<file path="src/rtl/msbr_pkg.sv">
// shared constants, codes and types of the msb-first bit reader
// no dependencies
package msbr_pkg;

  localparam int unsigned BufferBits  = 64;
  localparam int unsigned MaxReadBits = 31;
  localparam int unsigned ByteBits    = 8;
  localparam int unsigned AlignMask   = 7;

  localparam int unsigned OpW     = 3;
  localparam int unsigned ByteW   = 8;
  localparam int unsigned CountW  = 16;
  localparam int unsigned ValueW  = 31;
  localparam int unsigned StatusW = 2;

  localparam int unsigned HeldW = $clog2(BufferBits + 1);
  localparam int unsigned ReadW = $clog2(MaxReadBits + 1);

  // opcodes
  localparam logic [OpW-1:0] OP_PUSH  = 3'd0;
  localparam logic [OpW-1:0] OP_READ  = 3'd1;
  localparam logic [OpW-1:0] OP_SKIP  = 3'd2;
  localparam logic [OpW-1:0] OP_ALIGN = 3'd3;
  localparam logic [OpW-1:0] OP_END   = 3'd4;

  // result status codes
  localparam logic [StatusW-1:0] ST_OK  = 2'd0;
  localparam logic [StatusW-1:0] ST_EOD = 2'd1;
  localparam logic [StatusW-1:0] ST_OVF = 2'd2;
  localparam logic [StatusW-1:0] ST_BAD = 2'd3;

  // pending command
  typedef enum logic [2:0] {
    W_NONE = 3'b001,
    W_READ = 3'b010,
    W_SKIP = 3'b100
  } wait_e;

  typedef struct packed {
    logic [OpW-1:0]    opcode;
    logic [ByteW-1:0]  byte_value;
    logic [CountW-1:0] bit_count;
  } item_t;

  typedef struct packed {
    logic [ValueW-1:0]  value;
    logic [StatusW-1:0] status;
    logic [OpW-1:0]     done_op;
  } result_t;

  typedef struct packed {
    logic    emit;
    result_t res;
  } core_out_t;

endpackage

</file>
<file path="src/rtl/msbr_if.sv">
// valid/ready channel interfaces for command and result beats
// depends on msbr_pkg
interface msbr_in_if;
  import msbr_pkg::*;

  logic              valid;
  logic              ready;
  logic [OpW-1:0]    opcode;
  logic [ByteW-1:0]  byte_value;
  logic [CountW-1:0] bit_count;

  modport source (output valid, output opcode, output byte_value, output bit_count,
                  input ready);
  modport sink   (input valid, input opcode, input byte_value, input bit_count,
                  output ready);
endinterface

interface msbr_out_if;
  import msbr_pkg::*;

  logic               valid;
  logic               ready;
  logic [ValueW-1:0]  value;
  logic [StatusW-1:0] status;
  logic [OpW-1:0]     done_op;

  modport source (output valid, output value, output status, output done_op,
                  input ready);
  modport sink   (input valid, input value, input status, input done_op,
                  output ready);
endinterface

</file>
<file path="src/rtl/msb_first_bit_reader_top.sv">
// top level of the msb-first bit reader: input register, core, result register
// depends on msbr_pkg, msbr_if (msbr_in_if, msbr_out_if) and msbr_core
//
//  channel | dir | beat contents                     | handshake
//  --------+-----+-----------------------------------+-------------
//  in_i    | in  | opcode, byte_value, bit_count     | valid/ready
//  out_o   | out | value, status, done_op            | valid/ready
//
// one command or byte beat is taken every cycle while the result side is not stalled;
// any result it gives is offered after it passes the input register, then the result register
// the rate is set by the single pass through the buffer merge and barrel shift
// reset clears the bit buffer, the held count, any pending command and end flag
// a stalled result holds in its register; the input register keeps filling
// behind it and ready drops only when both are occupied
module msb_first_bit_reader_top (
  input  logic       clk_i,
  input  logic       rst_ni,
  msbr_in_if.sink    in_i,
  msbr_out_if.source out_o
);
  import msbr_pkg::*;

  // input register
  logic      in_vld_q, in_vld_d;
  item_t     item_q;
  logic      in_take;

  // result register
  logic      out_vld_q, out_vld_d;
  result_t   res_q;

  // core
  logic      advance;
  core_out_t core_out;

  // the held beat moves on when the result register is free or being emptied
  assign advance    = in_vld_q && (!out_vld_q || out_o.ready);
  assign in_i.ready = !in_vld_q || advance;
  assign in_take    = in_i.valid && in_i.ready;

  always_comb begin
    in_vld_d = in_vld_q;
    if (in_take) begin
      in_vld_d = 1'b1;
    end else if (advance) begin
      in_vld_d = 1'b0;
    end
  end

  always_comb begin
    out_vld_d = out_vld_q;
    if (advance && core_out.emit) begin
      out_vld_d = 1'b1;
    end else if (out_o.ready) begin
      out_vld_d = 1'b0;
    end
  end

  always_ff @(posedge clk_i or negedge rst_ni) begin
    if (!rst_ni) begin
      in_vld_q  <= 1'b0;
      out_vld_q <= 1'b0;
    end else begin
      in_vld_q  <= in_vld_d;
      out_vld_q <= out_vld_d;
    end
  end

  // payload registers, no reset needed
  always_ff @(posedge clk_i) begin
    if (in_take) begin
      item_q.opcode     <= in_i.opcode;
      item_q.byte_value <= in_i.byte_value;
      item_q.bit_count  <= in_i.bit_count;
    end
    if (advance && core_out.emit) begin
      res_q <= core_out.res;
    end
  end

  // buffer state and decode of the held beat
  msbr_core u_core (
    .clk_i  (clk_i),
    .rst_ni (rst_ni),
    .fire_i (advance),
    .item_i (item_q),
    .out_o  (core_out)
  );

  assign out_o.valid   = out_vld_q;
  assign out_o.value   = res_q.value;
  assign out_o.status  = res_q.status;
  assign out_o.done_op = res_q.done_op;

endmodule

</file>
<file path="src/rtl/msbr_core.sv">
// bit buffer state and single-pass command decode of the bit reader
// depends on msbr_pkg
module msbr_core (
  input  logic                 clk_i,
  input  logic                 rst_ni,
  input  logic                 fire_i,
  input  msbr_pkg::item_t      item_i,
  output msbr_pkg::core_out_t  out_o
);
  import msbr_pkg::*;

  logic [BufferBits-1:0] buf_q, buf_d;
  logic [HeldW-1:0]      held_q, held_d;
  wait_e                 wait_q, wait_d;
  logic [CountW-1:0]     wcnt_q, wcnt_d;
  logic                  ended_q, ended_d;

  logic [HeldW:0]         held_ext;
  logic [HeldW:0]         held_plus;
  logic [BufferBits-1:0]  byte_top;
  logic [BufferBits-1:0]  merged;
  logic [BufferBits-1:0]  src_buf;
  logic [HeldW:0]         src_held;
  logic [HeldW:0]         drop;
  logic [ReadW-1:0]       take_n;
  logic                   use_take;
  logic [MaxReadBits-1:0] top_bits;
  logic [MaxReadBits-1:0] taken;
  logic [HeldW:0]         skip_n;
  logic [CountW-1:0]      remain;

  // decoded result fields
  logic                   emit_c;
  logic [ValueW-1:0]      value_c;
  logic [StatusW-1:0]     status_c;
  logic [OpW-1:0]         done_op_c;

  function automatic logic [HeldW:0] min_bits(logic [CountW-1:0] c, logic [HeldW:0] h);
    logic [HeldW:0] r;
    if (c < CountW'(h)) begin
      r = c[HeldW:0];
    end else begin
      r = h;
    end
    return r;
  endfunction

  assign held_ext  = {1'b0, held_q};
  assign held_plus = held_ext + (HeldW+1)'(ByteBits);
  assign byte_top  = {item_i.byte_value, {(BufferBits-ByteBits){1'b0}}};
  // new byte lands right behind the held bits, oldest bit at the top
  assign merged    = buf_q | (byte_top >> held_q);

  always_comb begin
    src_buf     = buf_q;
    src_held    = held_ext;
    drop        = '0;
    take_n      = '0;
    use_take    = 1'b0;
    skip_n      = '0;
    remain      = '0;
    wait_d      = wait_q;
    wcnt_d      = wcnt_q;
    ended_d     = ended_q;
    emit_c      = 1'b0;
    status_c    = ST_OK;
    done_op_c   = item_i.opcode;

    unique case (item_i.opcode)
      OP_PUSH: begin
        if (ended_q) begin
          emit_c   = 1'b1;
          status_c = ST_BAD;
        end else if (held_plus > (HeldW+1)'(BufferBits)) begin
          emit_c   = 1'b1;
          status_c = ST_OVF;
        end else begin
          src_buf  = merged;
          src_held = held_plus;
          if (wait_q == W_READ && CountW'(held_plus) >= wcnt_q) begin
            take_n    = wcnt_q[ReadW-1:0];
            drop      = (HeldW+1)'(take_n);
            use_take  = 1'b1;
            wait_d    = W_NONE;
            wcnt_d    = '0;
            emit_c    = 1'b1;
            done_op_c = OP_READ;
          end else if (wait_q == W_SKIP) begin
            skip_n = min_bits(wcnt_q, held_plus);
            drop   = skip_n;
            remain = wcnt_q - CountW'(skip_n);
            wcnt_d = remain;
            if (remain == '0) begin
              wait_d    = W_NONE;
              emit_c    = 1'b1;
              done_op_c = OP_SKIP;
            end
          end
        end
      end
      OP_READ: begin
        emit_c = 1'b1;
        if (wait_q != W_NONE || item_i.bit_count > CountW'(MaxReadBits)) begin
          status_c = ST_BAD;
        end else if (CountW'(held_ext) >= item_i.bit_count) begin
          take_n   = item_i.bit_count[ReadW-1:0];
          drop     = (HeldW+1)'(take_n);
          use_take = 1'b1;
        end else if (ended_q) begin
          status_c = ST_EOD;
        end else begin
          emit_c = 1'b0;
          wait_d = W_READ;
          wcnt_d = item_i.bit_count;
        end
      end
      OP_SKIP: begin
        emit_c = 1'b1;
        if (wait_q != W_NONE) begin
          status_c = ST_BAD;
        end else begin
          skip_n = min_bits(item_i.bit_count, held_ext);
          drop   = skip_n;
          remain = item_i.bit_count - CountW'(skip_n);
          if (remain == '0) begin
            status_c = ST_OK;
          end else if (ended_q) begin
            status_c = ST_EOD;
          end else begin
            emit_c = 1'b0;
            wait_d = W_SKIP;
            wcnt_d = remain;
          end
        end
      end
      OP_ALIGN: begin
        emit_c = 1'b1;
        if (wait_q != W_NONE) begin
          status_c = ST_BAD;
        end else begin
          drop = held_ext & (HeldW+1)'(AlignMask);
        end
      end
      OP_END: begin
        ended_d = 1'b1;
        if (wait_q != W_NONE) begin
          emit_c    = 1'b1;
          status_c  = ST_EOD;
          done_op_c = (wait_q == W_READ) ? OP_READ : OP_SKIP;
          wait_d    = W_NONE;
          wcnt_d    = '0;
        end
      end
      default: begin
        emit_c   = 1'b1;
        status_c = ST_BAD;
      end
    endcase
  end

  // first bits read come from the top of the buffer
  assign top_bits = src_buf[BufferBits-1 -: MaxReadBits];
  assign taken    = top_bits >> (ReadW'(MaxReadBits) - take_n);
  assign value_c  = use_take ? ValueW'(taken) : '0;

  assign out_o = {emit_c, value_c, status_c, done_op_c};

  assign buf_d  = src_buf << drop;
  assign held_d = HeldW'(src_held - drop);

  always_ff @(posedge clk_i or negedge rst_ni) begin
    if (!rst_ni) begin
      buf_q   <= '0;
      held_q  <= '0;
      wait_q  <= W_NONE;
      wcnt_q  <= '0;
      ended_q <= 1'b0;
    end else if (fire_i) begin
      buf_q   <= buf_d;
      held_q  <= held_d;
      wait_q  <= wait_d;
      wcnt_q  <= wcnt_d;
      ended_q <= ended_d;
    end
  end

endmodule

</file>
<file path="src/flat_wrapper.sv">
// flat-port wrapper written by rule: the top's interface ports become plain ports
module msb_first_bit_reader_top_flat import msbr_pkg::*;
  (clk_i, rst_ni, in_i_valid, in_i_opcode, in_i_byte_value, in_i_bit_count, in_i_ready, out_o_valid, out_o_value, out_o_status, out_o_done_op, out_o_ready);
  msbr_in_if in_i_i ();
  msbr_out_if out_o_i ();
  input  logic clk_i;
  input  logic rst_ni;
  input wire logic [$bits(in_i_i.valid)-1:0] in_i_valid;
  input wire logic [$bits(in_i_i.opcode)-1:0] in_i_opcode;
  input wire logic [$bits(in_i_i.byte_value)-1:0] in_i_byte_value;
  input wire logic [$bits(in_i_i.bit_count)-1:0] in_i_bit_count;
  output wire logic [$bits(in_i_i.ready)-1:0] in_i_ready;
  output wire logic [$bits(out_o_i.valid)-1:0] out_o_valid;
  output wire logic [$bits(out_o_i.value)-1:0] out_o_value;
  output wire logic [$bits(out_o_i.status)-1:0] out_o_status;
  output wire logic [$bits(out_o_i.done_op)-1:0] out_o_done_op;
  input wire logic [$bits(out_o_i.ready)-1:0] out_o_ready;
  assign in_i_i.valid = in_i_valid;
  assign in_i_i.opcode = in_i_opcode;
  assign in_i_i.byte_value = in_i_byte_value;
  assign in_i_i.bit_count = in_i_bit_count;
  assign in_i_ready = in_i_i.ready;
  assign out_o_valid = out_o_i.valid;
  assign out_o_value = out_o_i.value;
  assign out_o_status = out_o_i.status;
  assign out_o_done_op = out_o_i.done_op;
  assign out_o_i.ready = out_o_ready;
  msb_first_bit_reader_top u_core (.clk_i(clk_i), .rst_ni(rst_ni), .in_i(in_i_i), .out_o(out_o_i));
endmodule
</file>
<file path="config.mk">
export PLATFORM = sky130hd
export DESIGN_NAME = msb_first_bit_reader_top_flat
export DESIGN_NICKNAME = d
export VERILOG_FILES = /design/src/rtl/msbr_pkg.sv /design/src/rtl/msbr_if.sv /design/src/rtl/msb_first_bit_reader_top.sv /design/src/rtl/msbr_core.sv /design/src/flat_wrapper.sv
export SDC_FILE = /design/constraint.sdc
export NUM_CORES = 1
export LEC_CHECK = 0
export ABC_AREA = 0
export BUFFER_PORTS_ARGS = -buffer_cell sky130_fd_sc_hd__buf_2
export CORE_MARGIN = 2
export CORE_UTILIZATION = 50
export CTS_CLUSTER_DIAMETER = 50
export DETAILED_ROUTE_END_ITERATION = 7
export PLACE_DENSITY_LB_ADDON = 0.25
export SYNTH_ARGS = -nofsm -noshare
export SYNTH_HDL_FRONTEND = slang
export SYNTH_SLANG_ARGS = --single-unit
</file>
<file path="constraint.sdc">
create_clock -name clk_i -period 18.8 [get_ports clk_i]
set_input_delay 1.88 -clock clk_i [delete_from_list [all_inputs] [get_ports clk_i]]
set_output_delay 1.88 -clock clk_i [all_outputs]
set_load 0.005 [all_outputs]
</file>
Yosys cells after proc, flatten, opt, wreduce, memory -nomap -nowiden
Index checks and enable logic that the tools add are counted.
{ "word_totals": {"in_bits": 31, "out_inout_bits": 38, "regBits": 156} }
{ "op_classes": {"bitwise_logic": 1, "order_cmp": 6, "add_sub_neg": 5, "shift": 3, "n_reduce_logical": 18, "muxes": 95, "n_eq_ne": 18} }
{ "op_table": {"columns": ["operator", "count"], "rows": [
  ["two-way mux 64 bit", 3],
  ["two-way mux 16 bit", 11],
  ["two-way mux 8 bit", 14],
  ["OR 64 bit", 1],
  ["one-hot mux 16 bit (4 select lines)", 1],
  ["left shift 64 x 8 -> 64 bit", 1],
  ["right shift 64 x 7 -> 64 bit", 1],
  ["two-way mux 3 bit", 19],
  ["two-way mux 5 bit", 7],
  ["logical NOT 16 bit", 2],
  ["one-hot mux 8 bit (4 select lines)", 1],
  ["subtractor 16 x 8 -> 16 bit", 2],
  ["right shift 31 x 5 -> 31 bit", 1],
  ["two-way mux 1 bit", 23],
  ["two-way mux 7 bit", 3],
  ["inequality test 2 bit, second input constant", 9],
  [">= comparator 7 x 16 -> 1 bit", 1],
  [">= comparator 8 x 16 -> 1 bit", 1],
  ["> comparator 16 x 5 -> 1 bit, second input constant", 1],
  ["less-than comparator 16 x 7 -> 1 bit", 1],
  ["less-than comparator 16 x 8 -> 1 bit", 1],
  ["two-way mux 2 bit", 7],
  ["AND reduction 13 bit", 1],
  ["one-hot mux 3 bit (4 select lines)", 1],
  ["other kinds (22)", 33]
]} }

Logic depth before layout (Yosys ltp)
Gate-level depths: netlist (run 1).
{ "depth": {"ltp_word": 18, "depth_mapped": 25, "mapped_depth_nobuf": 24} }

By module
Synthesis (run 1) repeated with hierarchy kept, for this count alone.
{ "hier_totals": {"hier_cells": 1865, "hier_area_um2": 15180.8} }
{ "by_module_without_submodules": {"columns": ["mod", "cells_each", "area_each_um2", "instances"], "rows": [
  ["msbr_core", 1792, 13177.6, 1],
  ["msb_first_bit_reader_top", 73, 2003.2, 1]
]} }

Worst setup path before layout (run 1)
Ideal clock, no wire load.
{ "synth_timing": {"path_kind": "register to register", "startpoint": "reg u_core.u_core.held_q[4]", "endpoint": "reg u_core.res_q, in the netlist u_core.out_o.done_op[0], enable pin", "required_ns": 18.359, "period_less_slack_ns": 6.572, "setup_slack_ns": 12.228, "n_path_buf": 1, "arrival_time_ns": 6.131, "stages_incl_launch_ff": 24, "path_cell_list": "dfrtp_1 -> ha_1 -> nand3_1 -> ha_1 -> or3_1 -> a311o_1 -> a21o_1 -> buf_6 -> mux2i_1 -> inv_1 -> ha_1 -> nor2b_1 -> o21ai_0 -> a21boi_0 -> o21ai_0 -> a21boi_0 -> o21ai_0 -> a21boi_0 -> a21oi_1 -> xnor2_1 -> nand4_1 -> a21oi_1 -> inv_1 -> a21oi_1"} }
{ "synth_between": {"elab_chain_len": 17, "word_cells_on_any_way": 31} }
{ "synth_lines": {"columns": ["element", "line_no", "text"], "rows": [
  ["start: declaration", "msbr_core.sv:13", "logic [HeldW-1:0] held_q, held_d;"],
  ["start signal: assignment", "msbr_core.sv:180", "held_q <= held_d;"],
  ["adder 7 x 4 -> 8 bit", "msbr_core.sv:49", "assign held_plus = held_ext + (HeldW+1)'(ByteBits);"],
  ["less-than comparator 16 x 8 -> 1 bit", "msbr_core.sv:40", "if (c < CountW'(h)) begin"],
  ["two-way mux 8 bit", "msbr_core.sv:40", null],
  ["two-way mux 8 bit", "msbr_core.sv:88", "end else if (wait_q == W_SKIP) begin"],
  ["two-way mux 8 bit", "msbr_core.sv:80", "if (wait_q == W_READ && CountW'(held_plus) >= wcnt_q) begin"],
  ["two-way mux 8 bit", "msbr_core.sv:74", "end else if (held_plus > (HeldW+1)'(BufferBits)) begin"],
  ["two-way mux 8 bit", "msbr_core.sv:71", "if (ended_q) begin"],
  ["two-way mux 8 bit", "msbr_core.sv:69", "unique case (item_i.opcode)"],
  ["subtractor 16 x 8 -> 16 bit", "msbr_core.sv:91", "remain = wcnt_q - CountW'(skip_n);"],
  ["logical NOT 16 bit", "msbr_core.sv:93", "if (remain == '0) begin"],
  ["two-way mux 1 bit", "msbr_core.sv:93", null],
  ["two-way mux 1 bit", "msbr_core.sv:88", null],
  ["two-way mux 1 bit", "msbr_core.sv:80", null],
  ["two-way mux 1 bit", "msbr_core.sv:74", null],
  ["two-way mux 1 bit", "msbr_core.sv:71", null],
  ["one-hot mux 1 bit (4 select lines) *", "msbr_core.sv:69", null],
  ["logical AND 1 bit *", "msb_first_bit_reader_top.sv:76", "if (advance && core_out.emit) begin"],
  ["end signal: assignment", "msb_first_bit_reader_top.sv:77", "res_q <= core_out.res;"],
  ["end: declaration", "msb_first_bit_reader_top.sv:30", "result_t res_q;"]
]} }
Every way passes the cells marked *; elsewhere a longest branch is shown, timed or not. The select of a mux whose other input is x is not followed.
A chain may end at the register's enable or synchronous reset.

Final worst setup path (run 1)
{ "layout_timing": {"startpoint": "reg u_core.u_core.held_q[3]", "endpoint": "reg u_core.res_q, in the netlist u_core.out_o.value[22], enable pin"} }
Same word-level chain as after synthesis.

==> results of run 1 <==
==> sequential cells by signal, summed over array words and instances, names as in the netlist, 2 cells and up <==
register and count:
u_core.item_q 27, u_core.out_o.done_op 3, u_core.out_o.status 2, u_core.out_o.value 31, u_core.u_core.buf_q 64, u_core.u_core.held_q 7, u_core.u_core.wait_q 3, u_core.u_core.wcnt_q 16
==> worst register-to-register path, delay by kind of cell, from the launching register on <==
kind                     cells  cell delay (ns)
AO/OA/AOI/OAI               11             3.60
XOR/XNOR                     1             0.24
adder cells (fa/ha/maj)      3             1.15
buffers and inverters        1             0.12
flip-flops                   1             0.96
multiplexers                 2             0.34
AND/OR/NAND/NOR              3             0.51
==> layer usage <==
layer | vias to the layer above | wire, um
li1 | 7271 | -
met1 | 8042 | 26100
met2 | 1234 | 30500
met3 | 317 | 7420
met4 | 4 | 5390
met5 | - | 46
==> through the flow <==
step | hold WS [ns] | setup slack [ns] | std cells
after floorplan | 0.440 | 12.23 | 1965
after detailed placement | 0.481 | 11.85 | 2313
after CTS | 0.496 | 11.69 | 2345
after global placement | 0.473 | 11.95 | 2313
final | 0.497 | 11.49 | 2345
after global routing | 0.532 | 10.95 | 2345
==> cells in the mapped netlist (all sizes together) (5+ instances only) <==
master	n	area (um2)
or3	13	81.3
and2	21	131
or4	5	37.5
o211ai	24	180
xnor2	12	105
a221o	5	50.1
o21a	7	52.6
nand2	267	1000
edfxtp	63	1890
a222oi	5	50.1
o31ai	10	75.1
nor2	175	659
o21ai	185	937
nand3	142	711
nor3b	5	42.5
nand2b	7	43.8
mux2i	106	1060
a32oi	11	96.3
inv	37	139
a21oi	214	1080
o221ai	11	96.3
buf	54	310
nor3	52	260
a22oi	24	185
xor2	11	96.3
a21boi	10	75.1
a221oi	21	184
a211oi	17	133
a31oi	11	68.8
nand4	7	43.8
o22ai	22	138
a21o	19	143
dfrtp	92	2300
o2bb2ai	9	78.8
or2	5	31.3
a211o	6	52.6
mux2	25	282
a22o	21	193
nor4	16	106
and3	16	100
ha	35	438
nor2b	14	87.6
clkbuf	91	343
==> cells in the final DEF, fill, tap and decap left out, types with 52 or more instances in the layout <==
cell and count:
nand2_1 265, a21oi_1 211, nor2_1 172, o21ai_0 172, nand3_1 142, mux2i_1 106
dfrtp_1 92, buf_2 67, edfxtp_1 63, nor3_1 52
==> kinds of logic (layout without fill, tap and decap cells) <==
logic type	after synthesis	count (layout)	share of synthesized area, %
multiplexers	133	133	9.35
XOR/XNOR	23	23	1.36
adder cells (fa/ha/maj)	38	38	3.36
AND/OR/NAND/NOR	755	755	23.1
flip-flops	156	156	28.4
buffers and inverters	184	174	5.42
AO/OA/AOI/OAI	676	676	29.0
==> worst max path at each step <==
| stage | slack, ns | end | depth (start not counted) |
|---|---|---|---|
| final | 11.49 | u_core.out_o.value[22] | 21 |
| after global routing | 10.95 | u_core.out_o.value[1] | 23 |
| after CTS | 11.69 | u_core.out_o.value[22] | 21 |
| after detailed placement | 11.85 | u_core.out_o.value[2] | 23 |
| after global placement | 11.95 | u_core.out_o.value[20] | 23 |
| after floorplan | 12.23 | u_core.out_o.done_op[0] | 23 |
==> final cells by class <==
| type | count | area [um2] |
|---|---|---|
| fillers | 2869 | 13500 |
| multi-input cells | 1625 | 9860 |
| flip-flops and latches | 156 | 4220 |
| repair buffers | 103 | 606 |
| well taps | 390 | 488 |
| clock buffers | 21 | 460 |
| inverters | 39 | 151 |
| clock inverters | 11 | 106 |
==> power by group through the flow <==
| stage | clock (mW) | combinational, mW | sequential, mW |
|---|---|---|---|
| after floorplan | 0 | 0.892 | 0.506 |
| after global placement | 0 | 1.29 | 0.576 |
| after detailed placement | 0 | 1.30 | 0.576 |
| after CTS | 0.347 | 1.31 | 0.570 |
| after global routing | 0.362 | 1.46 | 0.586 |
| final | 0.348 | 1.37 | 0.582 |
==> flow_metrics.tcl, run 1 <==
set metrics [dict create \
    cts.repair.resized 0 \
    switching_share_pct 53.0 \
    drt_iter0_markers 2217 \
    yosysUniqueCellTypes 94 \
    grt_util_met2_pct 69.1 \
    die_w_um 176 \
    wl_mm 69.5 \
    power_switching_mw 1.22 \
    ys_ff_latch 156 \
    post-route-period-util_pct 38.9 \
    r2r-end "u_core.out_o.value[22]" \
    cp_top_family "compound AO/OA/AOI/OAI gates" \
    critPathMaxFanout 36 \
    clk_pin_slew_ns 0.07 \
    skew_ns 0.0192 \
    first_pass_iters 6 \
    grt_pass1_wl_mm 102 \
    rsz0062_at_grt "no" \
    place_hpwl_mm 52.1 \
    pwr-share-clk_pct 15.1 \
    cts_tree "done" \
    antenna_cells 0 \
    clockBufferDepth 2 \
    coreArea_mm2 0.0294 \
    fmax_mhz 137 \
    fin_crit_ns 7.31 \
    routed-via-count 16900 \
    io_pins 69 \
    min_from "u_core.u_core.buf_q[29]" \
    yosysSeqAreaShare_pct 28.4 \
    synth_ff_type "dfrtp_1" \
    antenna_found_initial 1 \
    cp-startpoint "u_core.u_core.held_q[3]" \
    critPathRequiredTime_ns 18.88 \
    busiest_layer "met2" \
    synth_edf_count 63 \
    cp_slowest_cell "dfrtp_1" \
    drive_above_1_share_pct 10.1 \
    seq_power_share_pct 25.3 \
    areaGrowthSynthToFinish_pct 7.10 \
    finalSetupTns_ns 0 \
    viasPerCell 7.19 \
    ctsHoldBuffers 0 \
    worstHoldPathType "flop to flop" \
    rrSetupSlack_ns 11.49 \
    synth_area_per_cell_um2 7.55 \
    grt_use_met1_pct 54.8 \
    dpl_cell_area_mm2 0.0153 \
    r2r-start "u_core.u_core.held_q[3]" \
    start_util_pct 50.5 \
    gp_congestion 1.11 \
    stdcell_area_mm2 0.0159 \
    yosysWarningCount 0 \
    clk-insertion-delay-late_ns 0.47 \
    synthCells 1965 \
    gr-total-overflow 0 \
    maxCapViolCount 0 \
    ant_nets 0 \
    max_stage_delay_ns 0.96 \
    power_frac_comb_pct 59.6 \
    cts.sinks 156 \
    cts-htree-levels 4 \
    crit_buf_inv 1 \
    hold_depth 2 \
    io_buffers 68 \
    startpoint_type "flop" \
    cp.arrival_ns 7.39 \
    finalPower_mw 2.30 \
    track_usage_pct 44.5 \
    utilization_pct 54.0 \
    met3_usage_pct 11.0 \
    worst_pin_slew_ns 1.25 \
    r2r_cells 21 \
    fp.dieArea_mm2 0.0311 \
    core.rowCount 63 \
    synth-async-reset-ratio_pct 59.6 \
    relSlewSlack_pct 15.9 \
    path_class "flop to flop" \
    numCtsBuffers 17 \
    powerDensity_mw_per_mm2 145 \
    slew_violations 0 \
    die_h_um 176 \
    final_nets 2011 \
    cp-end-kind "flop" \
    worstPathCellList "ha_1 -> nand3_1 -> ha_1 -> nand3_1 -> mux2i_1 -> a311o_1 -> a21oi_2 -> mux2i_1 -> ha_1 -> o21ai_0 -> a21boi_0 -> o21ai_0 -> a21boi_0 -> o21ai_0 -> a21boi_0 -> a21oi_1 -> xnor2_1 -> nand4_1 -> a21oi_1 -> inv_1 -> a21oi_4" \
    p_leak_nw 6.34 \
    syn_area_mm2 0.0148 \
    grt_pass1_vias 15700 \
    status "finished, final reports clean" \
    setup_viol 0 \
    finalHoldViolCount 0 \
    grt_max_degree 72 \
    drc 0 \
    synth_nets 2034 \
    power.internal_mw 1.08 \
    whs_endpoint "u_core.u_core.buf_q[29]" \
    root_buffer "clkbuf_16" \
    post-cts-setup-buffers 0 \
    routedWlPerCell_um 29.7 \
    ir_drop_mv 0.0905 \
]
Power figures use the tool's default switching activity.
==> run 2, diff against run 1 <==
--- a/config.mk
+++ b/config.mk
@@ -5,7 +5,7 @@
 export SDC_FILE = /design/constraint.sdc
 export NUM_CORES = 1
 export LEC_CHECK = 0
-export ABC_AREA = 0
+export ABC_AREA = 1
 export BUFFER_PORTS_ARGS = -buffer_cell sky130_fd_sc_hd__buf_2
 export CORE_MARGIN = 2
 export CORE_UTILIZATION = 50
==> constraint.sdc (replaced) <==
create_clock -name clk_i -period 6.35 [get_ports clk_i]
set_input_delay 0.635 -clock clk_i [delete_from_list [all_inputs] [get_ports clk_i]]
set_output_delay 0.635 -clock clk_i [all_outputs]
set_load 0.005 [all_outputs]
==> run 2 against run 1 <==
- maximum frequency is 37% higher
- register-to-register slack got worse by 10 ns
- area after synthesis up 3.9%
- critical path type unchanged
==> flow_metrics.tcl, run 2 <==
set metrics [dict create \
    status "finished, final reports clean" \
    path_class "flop to flop" \
    synthCells 2531 \
    critPathMostFrequentCell "nand2_1" \
    cts.repair.resized 0 \
    cp-end-kind "flop" \
    yosys-top-cells-area "nand2_1, nand3_1, dfrtp_1" \
    track_usage_pct 35.4 \
    place_ws_ns 1.09 \
    synthTopCellsByCount "nand2_1, nand3_1, inv_1" \
    post-cts-setup-buffers 0 \
    syn_area_mm2 0.0154 \
    antenna_found_initial 1 \
    synth_nets 2600 \
    drive_above_1_share_pct 7.74 \
    fp.dieArea_mm2 0.0322 \
    cp.arrival_ns 5.46 \
    finalSetupTns_ns 0 \
    finalHoldViolCount 0 \
    final_common_cell "nand2_1" \
    p_leak_nw 8.24 \
    worst_pin_slew_ns 1.04 \
    maxCapViolCount 0 \
    post-route-period-util_pct 84.3 \
    finalWorstSetupSlack_ns 1.00 \
    top_register "u_core.u_core.buf_q" \
    relSlewSlack_pct 30.3 \
    synth.largest_area_cell "nand2_1" \
    routed-via-count 18000 \
    grt_max_degree 73 \
    rsz0062_at_grt "no" \
    cts-htree-levels 4 \
    first_pass_iters 8 \
    drc 0 \
    nFillCells 3205 \
    place_hpwl_mm 43.2 \
    start_util_pct 50.5 \
    synth_area_per_cell_um2 6.09 \
    synth_ff_type "dfrtp_1" \
    core.rowCount 64 \
    yosysUniqueCellTypes 55 \
    coreArea_mm2 0.0305 \
    final_nets 2587 \
    crit_buf_inv 6 \
    ys_ff_latch 156 \
    viasPerCell 6.15 \
    synth_edf_count 63 \
    antenna_cells 0 \
    powerDensity_mw_per_mm2 409 \
    areaGrowthSynthToFinish_pct 7.40 \
    die_w_um 180 \
    io_pins 69 \
    cp_slowest_cell "dfrtp_1" \
    yosysSeqAreaShare_pct 27.4 \
    critPathMaxFanout 36 \
    grt_pass1_wl_mm 90.5 \
    max_stage_delay_ns 0.62 \
    ctsHoldBuffers 0 \
    synth.most_common_cell "nand2_1" \
    gp_congestion 1.07 \
    utilization_pct 54.3 \
    clockBufferDepth 2 \
    root_buffer "clkbuf_16" \
    skew_ns 0.0143 \
    cts.sinks 156 \
    fmax_mhz 187 \
    synth-async-reset-ratio_pct 59.6 \
    drt_iter0_markers 3079 \
    yosysWarningCount 0 \
    largest_register_ffs 64 \
    startpoint_type "flop" \
    critPathRequiredTime_ns 6.46 \
    dpl_cell_area_mm2 0.0159 \
    ant_nets 0 \
    ir_drop_mv 0.229 \
    clk_pin_slew_ns 0.08 \
    grt_pass1_vias 16000 \
    gr-total-overflow 0 \
    die_h_um 180 \
    setup_viol 0 \
    fin_crit_ns 5.35 \
    mostFrequentLayoutCells "nand2_1, nand3_1, inv_1, nor2_1, o21ai_0" \
    numCtsBuffers 17 \
    synth_top_area_share_pct 20.6 \
    clk-insertion-delay-late_ns 0.46 \
    stdcell_area_mm2 0.0166 \
    io_buffers 68 \
    worstHoldPathType "input pin to asynchronous set/reset pin" \
    cts_tree "done" \
    slew_violations 0 \
    wl_mm 58.4 \
    routedWlPerCell_um 20.0 \
    cp_top_family "simple AND/OR/NAND/NOR gates" \
]
-- run 2: cell count changes after synthesis, moves of 30 or more --
| cell | previous run | this run |
|---|---|---|
| a21oi_1 | 212 | 45 |
| inv_1 | 36 | 210 |
| mux2i_1 | 106 | 4 |
| nand2_1 | 267 | 844 |
| nand3_1 | 142 | 561 |
| nor2_1 | 174 | 136 |
| nor3_1 | 52 | 22 |
| o21ai_0 | 172 | 136 |
-- run 2: logic make-up after synthesis --
logic type                 Yosys count  synth area share (%)
xor gates and xnor gates            29                  1.65
buffers and inverters              368                  9.76
and+or+nand+nor                   1644                  46.6
adders and majority gates           38                  3.23
DFF                                156                  27.4
muxes                                4                 0.260
AOI/OAI and AO/OA                  292                  11.1
-- run 2: routing by layer --
metal	vias up	GRT usage [%]	share of wire [%]
li1	8409	-	-
met1	8254	50.7	42
met2	1206	50.5	41
met3	135	10.8	13
met4	2	12.1	3.3
met5	-	0	0.092
-- run 2: where the power goes --
group          internal [mW]  total [mW]  switching, mW
combinational           1.28        4.13           2.85
clock                  0.537        1.09          0.554
sequential              1.34        1.55          0.205
-- run 2: path summary, 6_finish.rpt --
| path | startpoint | endpoint | slack (ns) | cells after the start |
|---|---|---|---|---|
| worst min-delay path | rst_ni | u_core.in_vld_q | 0.08 | 1 |
| worst min register to register | u_core.u_core.wcnt_q[15] | u_core.u_core.wcnt_q[15] | 0.48 | 2 |
| min in group clk_i | in_i_bit_count[1] | u_core.item_q[1] | 0.34 | 1 |
| max in group asynchronous | rst_ni | u_core.u_core.buf_q[13] | 4.92 | 2 |
| worst max register to register | u_core.u_core.held_q[1] | u_core.out_o.value[10] | 1.0 | 30 |
| worst max-delay path | u_core.u_core.held_q[1] | u_core.out_o.value[10] | 1.0 | 30 |
-- run 2: area by class of cell --
class	count	area, um2	area share [%]
Tap cell	396	495	2.99
Timing Repair Buffer	112	686	4.14
Clock buffer	17	425	2.57
Inverter	224	841	5.08
Sequential cell	156	4220	25.5
Multi-Input combinational cell	2007	9700	58.6
Clock inverter	15	183	1.10
-- run 2: per-stage QoR --
| step | std cells | hold slack [ns] | power, mW |
|---|---|---|---|
| 2_1_floorplan | 2531 | 0.339 | 4.38 |
| 3_3_place_gp | 2895 | 0.455 | 5.51 |
| 3_5_place_dp | 2895 | 0.458 | 5.52 |
| 4_1_cts | 2927 | 0.0824 | 6.63 |
| 5_1_grt | 2927 | 0.0957 | 7.27 |
| 6_report | 2927 | 0.0805 | 6.77 |
